--- src/rtl/sid_pkg.sv ---
`timescale 1ns / 1ps

package sid_pkg;

	localparam int MAX_NODES_DEFAULT = 63;
	localparam int QUEUE_DEPTH = 2;

	localparam logic [2:0] STATUS_OK      = 3'd0;
	localparam logic [2:0] STATUS_INVALID = 3'd1;
	localparam logic [2:0] STATUS_EMPTY   = 3'd2;
	localparam logic [2:0] STATUS_RANGE   = 3'd3;
	localparam logic [2:0] STATUS_DUP     = 3'd4;
	localparam logic [2:0] STATUS_GAP     = 3'd5;

	localparam logic [2:0] EXT_SEQ0 = 3'd0;
	localparam logic [2:0] EXT_SEQ1 = 3'd1;

	localparam int EXT_SEQ0_PORTS = 8;
	localparam int EXT_SEQ1_PORTS = 5;
	localparam int EXT_SEQ1_POS   = 8;
	localparam int NUM_PORTS      = 16;

	typedef struct packed {
		logic [31:0] quadlet;
		logic        starts_node;
		logic        ends_node;
		logic        ends_stream;
		logic        capture_valid;
	} in_item_t;

	typedef struct packed {
		logic [5:0]  node_id;
		logic        link_on;
		logic        is_contender;
		logic        started_reset;
		logic [5:0]  gap_value;
		logic [2:0]  power_code;
		logic [1:0]  speed_bits;
		logic [31:0] port_codes;
		logic [4:0]  ports_used;
		logic [2:0]  status;
		logic        is_summary;
		logic        last;
	} out_item_t;

	typedef struct packed {
		logic        rec_valid;
		logic        sum_valid;
		logic [2:0]  status;
		logic [5:0]  node_id;
		logic        link_on;
		logic        is_contender;
		logic        started_reset;
		logic [5:0]  gap_value;
		logic [2:0]  power_code;
		logic [1:0]  speed_bits;
		logic [31:0] port_codes;
	} entry_t;

endpackage

--- src/rtl/sid_if.sv ---
`timescale 1ns / 1ps

interface sid_in_if;
	logic             valid;
	logic             ready;
	sid_pkg::in_item_t data;

	modport source(output valid, output data, input ready);
	modport sink(input valid, input data, output ready);
endinterface

interface sid_out_if;
	logic               valid;
	logic               ready;
	sid_pkg::out_item_t data;

	modport source(output valid, output data, input ready);
	modport sink(input valid, input data, output ready);
endinterface

--- src/rtl/sid_front.sv ---
`timescale 1ns / 1ps

module sid_front #(
	parameter int MAX_NODES = sid_pkg::MAX_NODES_DEFAULT
) (
	input  logic            clk,
	input  logic            arst_n,
	sid_in_if.sink          items,
	output logic            push_valid,
	input  logic            push_ready,
	output sid_pkg::entry_t push_data
);

	logic [63:0] ids_seen_q;
	logic [6:0]  counted_q;
	logic [5:0]  highest_q;
	logic [31:0] base_q;
	logic [25:0] ext_q;
	logic        inside_q;
	logic [2:0]  sticky_q;

	logic [63:0] ids_seen_n;
	logic [6:0]  counted_n;
	logic [5:0]  highest_n;
	logic [31:0] base_n;
	logic [25:0] ext_n;
	logic        inside_n;
	logic [2:0]  sticky_n;
	logic        rec_n;
	logic [2:0]  sum_status;
	logic [5:0]  id;
	logic [31:0] q;
	logic        acc;

	assign items.ready = push_ready;
	assign acc = items.valid && items.ready;
	assign q = items.data.quadlet;
	assign id = q[29:24];

	always_comb begin
		ids_seen_n = ids_seen_q;
		counted_n = counted_q;
		highest_n = highest_q;
		base_n = base_q;
		ext_n = ext_q;
		inside_n = inside_q;
		sticky_n = sticky_q;
		rec_n = 1'b0;
		sum_status = sid_pkg::STATUS_OK;

		if (items.data.starts_node) begin
			base_n = q;
			ext_n = '0;
			inside_n = 1'b1;
			if (sticky_q == sid_pkg::STATUS_OK) begin
				if ({1'b0, id} >= 7'(MAX_NODES)) begin
					sticky_n = sid_pkg::STATUS_RANGE;
				end else if (ids_seen_q[id]) begin
					sticky_n = sid_pkg::STATUS_DUP;
				end else begin
					ids_seen_n[id] = 1'b1;
					counted_n = counted_q + 7'd1;
					if (id > highest_q) begin
						highest_n = id;
					end
				end
			end
		end else if (inside_q) begin
			if (q[22:20] == sid_pkg::EXT_SEQ0) begin
				for (int p = 0; p < sid_pkg::EXT_SEQ0_PORTS; p++) begin
					ext_n[2*p +: 2] = q[16-2*p +: 2];
				end
			end else if (q[22:20] == sid_pkg::EXT_SEQ1) begin
				for (int p = 0; p < sid_pkg::EXT_SEQ1_PORTS; p++) begin
					ext_n[2*(sid_pkg::EXT_SEQ1_POS+p) +: 2] = q[16-2*p +: 2];
				end
			end
		end

		if (items.data.ends_node && inside_n) begin
			rec_n = (sticky_n == sid_pkg::STATUS_OK);
			inside_n = 1'b0;
		end

		if (!items.data.capture_valid) begin
			sum_status = sid_pkg::STATUS_INVALID;
		end else if (sticky_n != sid_pkg::STATUS_OK) begin
			sum_status = sticky_n;
		end else if (counted_n == 7'd0) begin
			sum_status = sid_pkg::STATUS_EMPTY;
		end else if ({1'b0, highest_n} + 7'd1 != counted_n) begin
			sum_status = sid_pkg::STATUS_GAP;
		end
	end

	always_comb begin
		push_data.rec_valid = rec_n;
		push_data.sum_valid = items.data.ends_stream;
		push_data.status = sum_status;
		push_data.node_id = base_n[29:24];
		push_data.link_on = base_n[22];
		push_data.is_contender = base_n[11];
		push_data.started_reset = base_n[1];
		push_data.gap_value = base_n[21:16];
		push_data.power_code = base_n[10:8];
		push_data.speed_bits = base_n[15:14];
		push_data.port_codes = {ext_n, base_n[3:2], base_n[5:4], base_n[7:6]};
	end

	assign push_valid = items.valid && (rec_n || items.data.ends_stream);

	always_ff @(posedge clk or negedge arst_n) begin
		if (!arst_n) begin
			ids_seen_q <= '0;
			counted_q <= '0;
			highest_q <= '0;
			ext_q <= '0;
			inside_q <= 1'b0;
			sticky_q <= sid_pkg::STATUS_OK;
		end else if (acc) begin
			if (items.data.ends_stream) begin
				ids_seen_q <= '0;
				counted_q <= '0;
				highest_q <= '0;
				ext_q <= '0;
				inside_q <= 1'b0;
				sticky_q <= sid_pkg::STATUS_OK;
			end else begin
				ids_seen_q <= ids_seen_n;
				counted_q <= counted_n;
				highest_q <= highest_n;
				ext_q <= ext_n;
				inside_q <= inside_n;
				sticky_q <= sticky_n;
			end
		end
	end

	always_ff @(posedge clk) begin
		if (acc) begin
			base_q <= base_n;
		end
	end

	a_stream_clears: assert property (@(posedge clk) disable iff (!arst_n)
		acc && items.data.ends_stream |=> counted_q == 7'd0 && sticky_q == sid_pkg::STATUS_OK
			&& ids_seen_q == '0)
		else $error("stream state not cleared after stream end");

	a_sticky_holds: assert property (@(posedge clk) disable iff (!arst_n)
		sticky_q != sid_pkg::STATUS_OK && !(acc && items.data.ends_stream)
			|=> sticky_q == $past(sticky_q))
		else $error("sticky error changed inside a stream");

	a_count_matches: assert property (@(posedge clk) disable iff (!arst_n)
		counted_q == 7'($countones(ids_seen_q)))
		else $error("node count differs from IDs marked");

endmodule

--- src/rtl/sid_queue.sv ---
`timescale 1ns / 1ps

module sid_queue (
	input  logic            clk,
	input  logic            arst_n,
	input  logic            push_valid,
	output logic            push_ready,
	input  sid_pkg::entry_t push_data,
	output logic            pop_valid,
	input  logic            pop_ready,
	output sid_pkg::entry_t pop_data
);

	localparam int AW = $clog2(sid_pkg::QUEUE_DEPTH);

	sid_pkg::entry_t mem [sid_pkg::QUEUE_DEPTH];
	logic [AW-1:0] wr_q;
	logic [AW-1:0] rd_q;
	logic [AW:0]   count_q;
	logic          push;
	logic          pop;

	assign push_ready = (count_q != (AW+1)'(sid_pkg::QUEUE_DEPTH));
	assign pop_valid = (count_q != '0);
	assign push = push_valid && push_ready;
	assign pop = pop_valid && pop_ready;
	assign pop_data = mem[rd_q];

	always_ff @(posedge clk) begin
		if (push) begin
			mem[wr_q] <= push_data;
		end
	end

	always_ff @(posedge clk or negedge arst_n) begin
		if (!arst_n) begin
			wr_q <= '0;
			rd_q <= '0;
			count_q <= '0;
		end else begin
			if (push) begin
				wr_q <= (wr_q == AW'(sid_pkg::QUEUE_DEPTH - 1)) ? '0 : wr_q + 1'b1;
			end
			if (pop) begin
				rd_q <= (rd_q == AW'(sid_pkg::QUEUE_DEPTH - 1)) ? '0 : rd_q + 1'b1;
			end
			count_q <= count_q + (AW+1)'(push) - (AW+1)'(pop);
		end
	end

	a_fill_bound: assert property (@(posedge clk) disable iff (!arst_n)
		count_q <= (AW+1)'(sid_pkg::QUEUE_DEPTH))
		else $error("queue overfilled");

endmodule

--- src/rtl/sid_back.sv ---
`timescale 1ns / 1ps

module sid_back (
	input  logic            clk,
	input  logic            arst_n,
	input  logic            pop_valid,
	output logic            pop_ready,
	input  sid_pkg::entry_t pop_data,
	sid_out_if.source       records
);

	sid_pkg::entry_t    cur_q;
	logic               cur_valid_q;
	sid_pkg::out_item_t out_q;
	logic               out_valid_q;

	sid_pkg::out_item_t nxt;
	logic               load_out;
	logic               cur_done;
	logic [4:0]         used;

	assign load_out = cur_valid_q && (!out_valid_q || records.ready);
	assign cur_done = load_out && (!cur_q.rec_valid || !cur_q.sum_valid);
	assign pop_ready = !cur_valid_q || cur_done;

	always_comb begin
		used = '0;
		for (int k = 0; k < sid_pkg::NUM_PORTS; k++) begin
			if (cur_q.port_codes[2*k +: 2] != 2'b00) begin
				used = 5'(k + 1);
			end
		end
	end

	always_comb begin
		nxt = '0;
		if (cur_q.rec_valid) begin
			nxt.node_id = cur_q.node_id;
			nxt.link_on = cur_q.link_on;
			nxt.is_contender = cur_q.is_contender;
			nxt.started_reset = cur_q.started_reset;
			nxt.gap_value = cur_q.gap_value;
			nxt.power_code = cur_q.power_code;
			nxt.speed_bits = cur_q.speed_bits;
			nxt.port_codes = cur_q.port_codes;
			nxt.ports_used = used;
			nxt.status = sid_pkg::STATUS_OK;
			nxt.is_summary = 1'b0;
			nxt.last = !cur_q.sum_valid;
		end else begin
			nxt.status = cur_q.status;
			nxt.is_summary = 1'b1;
			nxt.last = 1'b1;
		end
	end

	always_ff @(posedge clk or negedge arst_n) begin
		if (!arst_n) begin
			cur_valid_q <= 1'b0;
			out_valid_q <= 1'b0;
		end else begin
			if (pop_ready) begin
				cur_valid_q <= pop_valid;
			end
			if (load_out) begin
				out_valid_q <= 1'b1;
			end else if (records.ready) begin
				out_valid_q <= 1'b0;
			end
		end
	end

	always_ff @(posedge clk) begin
		if (pop_ready) begin
			cur_q <= pop_data;
		end else if (load_out) begin
			cur_q.rec_valid <= 1'b0;
		end
		if (load_out) begin
			out_q <= nxt;
		end
	end

	assign records.valid = out_valid_q;
	assign records.data = out_q;

	a_summary_blank: assert property (@(posedge clk) disable iff (!arst_n)
		records.valid && records.data.is_summary |-> records.data.port_codes == '0
			&& records.data.ports_used == '0 && records.data.last)
		else $error("summary carries node fields");

	a_record_status: assert property (@(posedge clk) disable iff (!arst_n)
		records.valid && !records.data.is_summary |-> records.data.status == sid_pkg::STATUS_OK)
		else $error("node record with non-zero status");

endmodule

--- src/rtl/self_id_stream_parser.sv ---
`timescale 1ns / 1ps
// Path: a result reaches records through the queue, cur_q and the out_q register.
// Throughput: one quadlet per cycle while the queue has room; a quadlet that
// yields a record and a summary sends both in turn from the single output register.
// Reset: arst_n clears the ID bitmap, counters, sticky error and queue at once;
// no clearing pass follows.
module self_id_stream_parser #(
	parameter int MAX_NODES = sid_pkg::MAX_NODES_DEFAULT
) (
	input  logic      clk,
	input  logic      arst_n,
	sid_in_if.sink    items,
	sid_out_if.source records
);

	logic            push_valid;
	logic            push_ready;
	sid_pkg::entry_t push_data;
	logic            pop_valid;
	logic            pop_ready;
	sid_pkg::entry_t pop_data;

	sid_front #(
		.MAX_NODES(MAX_NODES)
	) u_front (
		.clk(clk),
		.arst_n(arst_n),
		.items(items),
		.push_valid(push_valid),
		.push_ready(push_ready),
		.push_data(push_data)
	);

	sid_queue u_queue (
		.clk(clk),
		.arst_n(arst_n),
		.push_valid(push_valid),
		.push_ready(push_ready),
		.push_data(push_data),
		.pop_valid(pop_valid),
		.pop_ready(pop_ready),
		.pop_data(pop_data)
	);

	sid_back u_back (
		.clk(clk),
		.arst_n(arst_n),
		.pop_valid(pop_valid),
		.pop_ready(pop_ready),
		.pop_data(pop_data),
		.records(records)
	);

endmodule
--- src/flat_wrapper.sv ---
// flat-port wrapper written by rule: the top's interface ports become plain ports
module self_id_stream_parser_flat 
#(
	parameter int MAX_NODES = sid_pkg::MAX_NODES_DEFAULT
)
  (clk, arst_n, items_valid, items_data, items_ready, records_valid, records_data, records_ready);
  sid_in_if items_i ();
  sid_out_if records_i ();
  input  logic clk;
  input  logic arst_n;
  input wire logic [$bits(items_i.valid)-1:0] items_valid;
  input wire logic [$bits(items_i.data)-1:0] items_data;
  output wire logic [$bits(items_i.ready)-1:0] items_ready;
  output wire logic [$bits(records_i.valid)-1:0] records_valid;
  output wire logic [$bits(records_i.data)-1:0] records_data;
  input wire logic [$bits(records_i.ready)-1:0] records_ready;
  assign items_i.valid = items_valid;
  assign items_i.data = items_data;
  assign items_ready = items_i.ready;
  assign records_valid = records_i.valid;
  assign records_data = records_i.data;
  assign records_i.ready = records_ready;
  self_id_stream_parser #(.MAX_NODES(MAX_NODES)) u_core (.clk(clk), .arst_n(arst_n), .items(items_i), .records(records_i));
endmodule
--- config.mk ---
export PLATFORM = sky130hd
export DESIGN_NAME = self_id_stream_parser_flat
export DESIGN_NICKNAME = d
export VERILOG_FILES = /design/src/rtl/sid_pkg.sv /design/src/rtl/sid_if.sv /design/src/rtl/sid_front.sv /design/src/rtl/sid_queue.sv /design/src/rtl/sid_back.sv /design/src/rtl/self_id_stream_parser.sv /design/src/flat_wrapper.sv
export SDC_FILE = /design/constraint.sdc
export NUM_CORES = 1
export LEC_CHECK = 0
export ABC_AREA = 1
export BUFFER_PORTS_ARGS = -buffer_cell sky130_fd_sc_hd__buf_2
export CORE_AREA = 3 3 164 166
export CTS_BUF_LIST = sky130_fd_sc_hd__clkbuf_8 sky130_fd_sc_hd__clkbuf_16
export DETAILED_ROUTE_END_ITERATION = 16
export DIE_AREA = 0 0 167 169
export GPL_ROUTABILITY_DRIVEN = 0
export PLACE_DENSITY = 0.83
export SYNTH_ARGS = -nofsm -noshare
export SYNTH_HDL_FRONTEND = slang
export SYNTH_SLANG_ARGS = --single-unit
export TNS_END_PERCENT = 1
--- constraint.sdc ---
create_clock -name clk -period 7.46 [get_ports clk]
set_input_delay 0 -clock clk [delete_from_list [all_inputs] [get_ports clk]]
set_output_delay 0 -clock clk [all_outputs]
set_load 0.02 [all_outputs]
==> reports/qor.yml <==
setup_path:
  worstSetupPathType: "in2reg"
  crit_family: "buffers and inverters"
  crit_chain: "buf_2, buf_4, inv_1, nand2_1, nand3_1, nand2_1, o21ai_2, nand2_2, nor2_4, nand2_4, a21oi_2, nand4_1, nor3b_2, o21ai_1, nor2_4, buf_4"
  critPathMaxStageDelay_ns: 0.88
  crit_slowest_cell: "inv_1"
  end_kind: "flip-flop"
  critPathLaunchType: "primary input"
  crit_buf_inv: 4
  crit_required_ns: 7.61
  cp_max_fo: 47
  arrival_ns: 4.09
synth:
  yosysSeqAreaShare: 0.668
  syn_avg_cell_area_um2: 10.4
  syn_inst: 1529
  synth_flop_cell: "edfxtp_1"
  synth_nets: 1579
  synth_area_um2: 15900
  ys_types: 44
  synth_warnings: 0
  synth_seq_cells: 372
  async_flop_share: 0.304
  synth_enable_flop_cells: 259
place:
  portBuffers: 99
  dp.cells: 1915
  place_hpwl_mm: 20.4
  dp_slack_ns: 3.05
drt:
  wl_met1_mm: 12.8
  vias: 11300
  via_per_inst: 5.61
  routed_wl_mm: 34.5
  wl_met3_mm: 2.59
  ant_nets: 0
  remaining_drc_errors: 0
  wl_per_cell_um: 17.1
  drt-initial-drc-count: 1213
  first_pass_iters: 6
  wl_met2_mm: 17.7
  routed.top_layer: "met5"
sta:
  whs_ns: 0.0362
  fmax_ghz: 0.254
  setup_ws_ns: 3.52
  rsz0062_at_grt: "no"
  worst_pin_slew_ns: 1.12
  finalClockSkew_ns: 0.0191
  relSlewSlack: 0.251
  period_needed_ns: 3.94
  finalHoldViolCount: 0
  finalMaxSlewViolations: 0
  tns_ns: 0
  finalCritPeriodShare: 0.528
  setup_viol: 0
clock_tree:
  clockBufferDepth: 3
  cts_hold_buf: 29
  cts_buffers: 38
  cts_setup_buffers: 0
  cts_root_buf: "clkbuf_16"
  worstSkewPairLatency_ns: 0.52
  clock-sinks: 372
  cts_tree: "built"
  clk_pin_slew_ns: 0.06
  h-tree-depth: 2
  cts_resized: 0
cells_and_area:
  drive_gt1_frac: 0.128
  final-seq-area_um2: 10600
  final_cell_mix: "484 x nand2_1, 259 x edfxtp_1, 187 x inv_1"
  layout_commonest_cell: "nand2_1"
  syn_to_final_growth_pct: 14.4
  multi_input_area_um2: 4260
  final_nets: 1699
  antennaDiodeCount: 0
  instances_no_fill: 2013
  num-fill-cells: 1674
power_and_ir_drop:
  power_density_nw_per_um2: 364
  p_total_uw: 6620
  p_leak_uw: 0.00823
  peakVddDrop_v: 0.000258
worst_hold_path:
  hold_path_class: "in2reg"
floorplanning:
  core_um2: 25800
  start_util: 0.616
  die_h_um: 169
  die_x_um: 167
  num_io_pins: 104
  design.die.area_um2: 28200
  fp-row-count: 59
run:
  maxCapViolCount: 0
grt:
  grt_pass1_vias: 11400
  grt_usage: 0.244
  grt_max_degree: 83
  grt_overflow: 0
  antenna_found_initial: 1
  grt_first_pass_wirelength_mm: 56.0
status:
  status: "completed"
## worst min-delay path, stage by stage
cell,delay (ns)
buf_2,0.21
nor3_2,0.14
nand3_1,0.10
a21oi_1,0.06
## metrics by stage
| step | cell area [µm²] | utilization |
|---|---|---|
| 4_1_cts | 18200 | 0.705 |
| 2_1_floorplan | 15900 | - |
| 6_report | 18200 | 0.705 |
| 3_5_place_dp | 16600 | 0.644 |
| 3_3_place_gp | 16600 | 0.644 |
| 5_1_grt | 18200 | 0.705 |
## area by class of cell
class | instances | share of cell area
Sequential cell | 372 | 0.584
Clock buffer | 42 | 0.0560
Tap cell | 335 | 0.0231
Clock inverter | 27 | 0.0129
Timing Repair Buffer | 144 | 0.0506
Multi-Input combinational cell | 908 | 0.235
Inverter | 185 | 0.0383
## logic make-up after synthesis
| kind of cell | share of synthesized area |
|---|---|
| and+or+nand+nor | 0.187 |
| buffers and inverters | 0.0658 |
| xor gates and xnor gates | 0.00386 |
| adders and majority gates | 0.00789 |
| DFF | 0.668 |
| AOI/OAI and AO/OA | 0.0671 |
## cell usage after synthesis, types with 3 or more instances
cell type / instances / area share
nand2_1: 484 / 0.11
edfxtp_1: 259 / 0.49
inv_1: 180 / 0.043
dfrtp_1: 113 / 0.18
nand3_1: 99 / 0.031
nor2_1: 88 / 0.021
a21oi_1: 77 / 0.024
o21ai_0: 45 / 0.014
clkbuf_1: 40 / 0.0095
a22o_1: 26 / 0.014
buf_4: 10 / 0.0047
ha_1: 10 / 0.0079
o22ai_1: 10 / 0.0039
nand2_2: 7 / 0.0028
nor3_1: 7 / 0.0022
buf_6: 6 / 0.0043
nor3_2: 6 / 0.0038
o21ai_1: 6 / 0.0019
o211ai_1: 5 / 0.0024
xor2_1: 5 / 0.0028
inv_2: 4 / 0.00095
nand4_1: 4 / 0.0016
buf_1: 3 / 0.00071
buf_2: 3 / 0.00095
nor2_2: 3 / 0.0012
nor4_1: 3 / 0.0012
## state kept, by name, indices dropped and copies added, names as in the netlist, 2 cells and up
register / count
u_core.u_front.ext_q: 26
u_core.u_queue.count_q: 2
u_core.u_back.cur_q: 57
u_core.u_front.sticky_q: 3
u_core.u_queue.mem: 114
u_core.u_front.ids_seen_q: 64
u_core.u_front.highest_q: 6
u_core.u_front.base_q: 26
u_core.u_back.records.data: 62
u_core.u_front.counted_q: 7
## power by group
part / internal [µW] / switching (µW)
Combinational: 428 / 1210
Clock: 1120 / 768
Sequential: 2920 / 175
Total: 4470 / 2150
## routing by layer
layer | vias up | track usage
met5 | - | 0
met4 | 2 | 0.113
met3 | 116 | 0.0360
met2 | 544 | 0.429
met1 | 5357 | 0.301
li1 | 5281 | -
## path summary, 6_finish.rpt
kind                                             endpoint  slack [ns]  cells after the start                     startpoint
setup / recovery                u_core.u_queue.mem[1][27]        3.52                     16                 items_data[28]
hold / removal              u_core.u_front.ids_seen_q[14]        0.04                      4                 items_data[33]
setup reg to reg                u_core.u_queue.mem[1][27]        3.91                     14  u_core.u_front.ids_seen_q[16]
hold reg to reg            u_core.u_back.records.data[55]        0.50                      2        u_core.u_back.cur_q[45]
max in group asynchronous             u_core.u_queue.rd_q        5.83                      4                         arst_n
min in group asynchronous   u_core.u_front.ids_seen_q[38]        0.53                      4                         arst_n
Note: power is estimated with default switching activity, not from simulation.
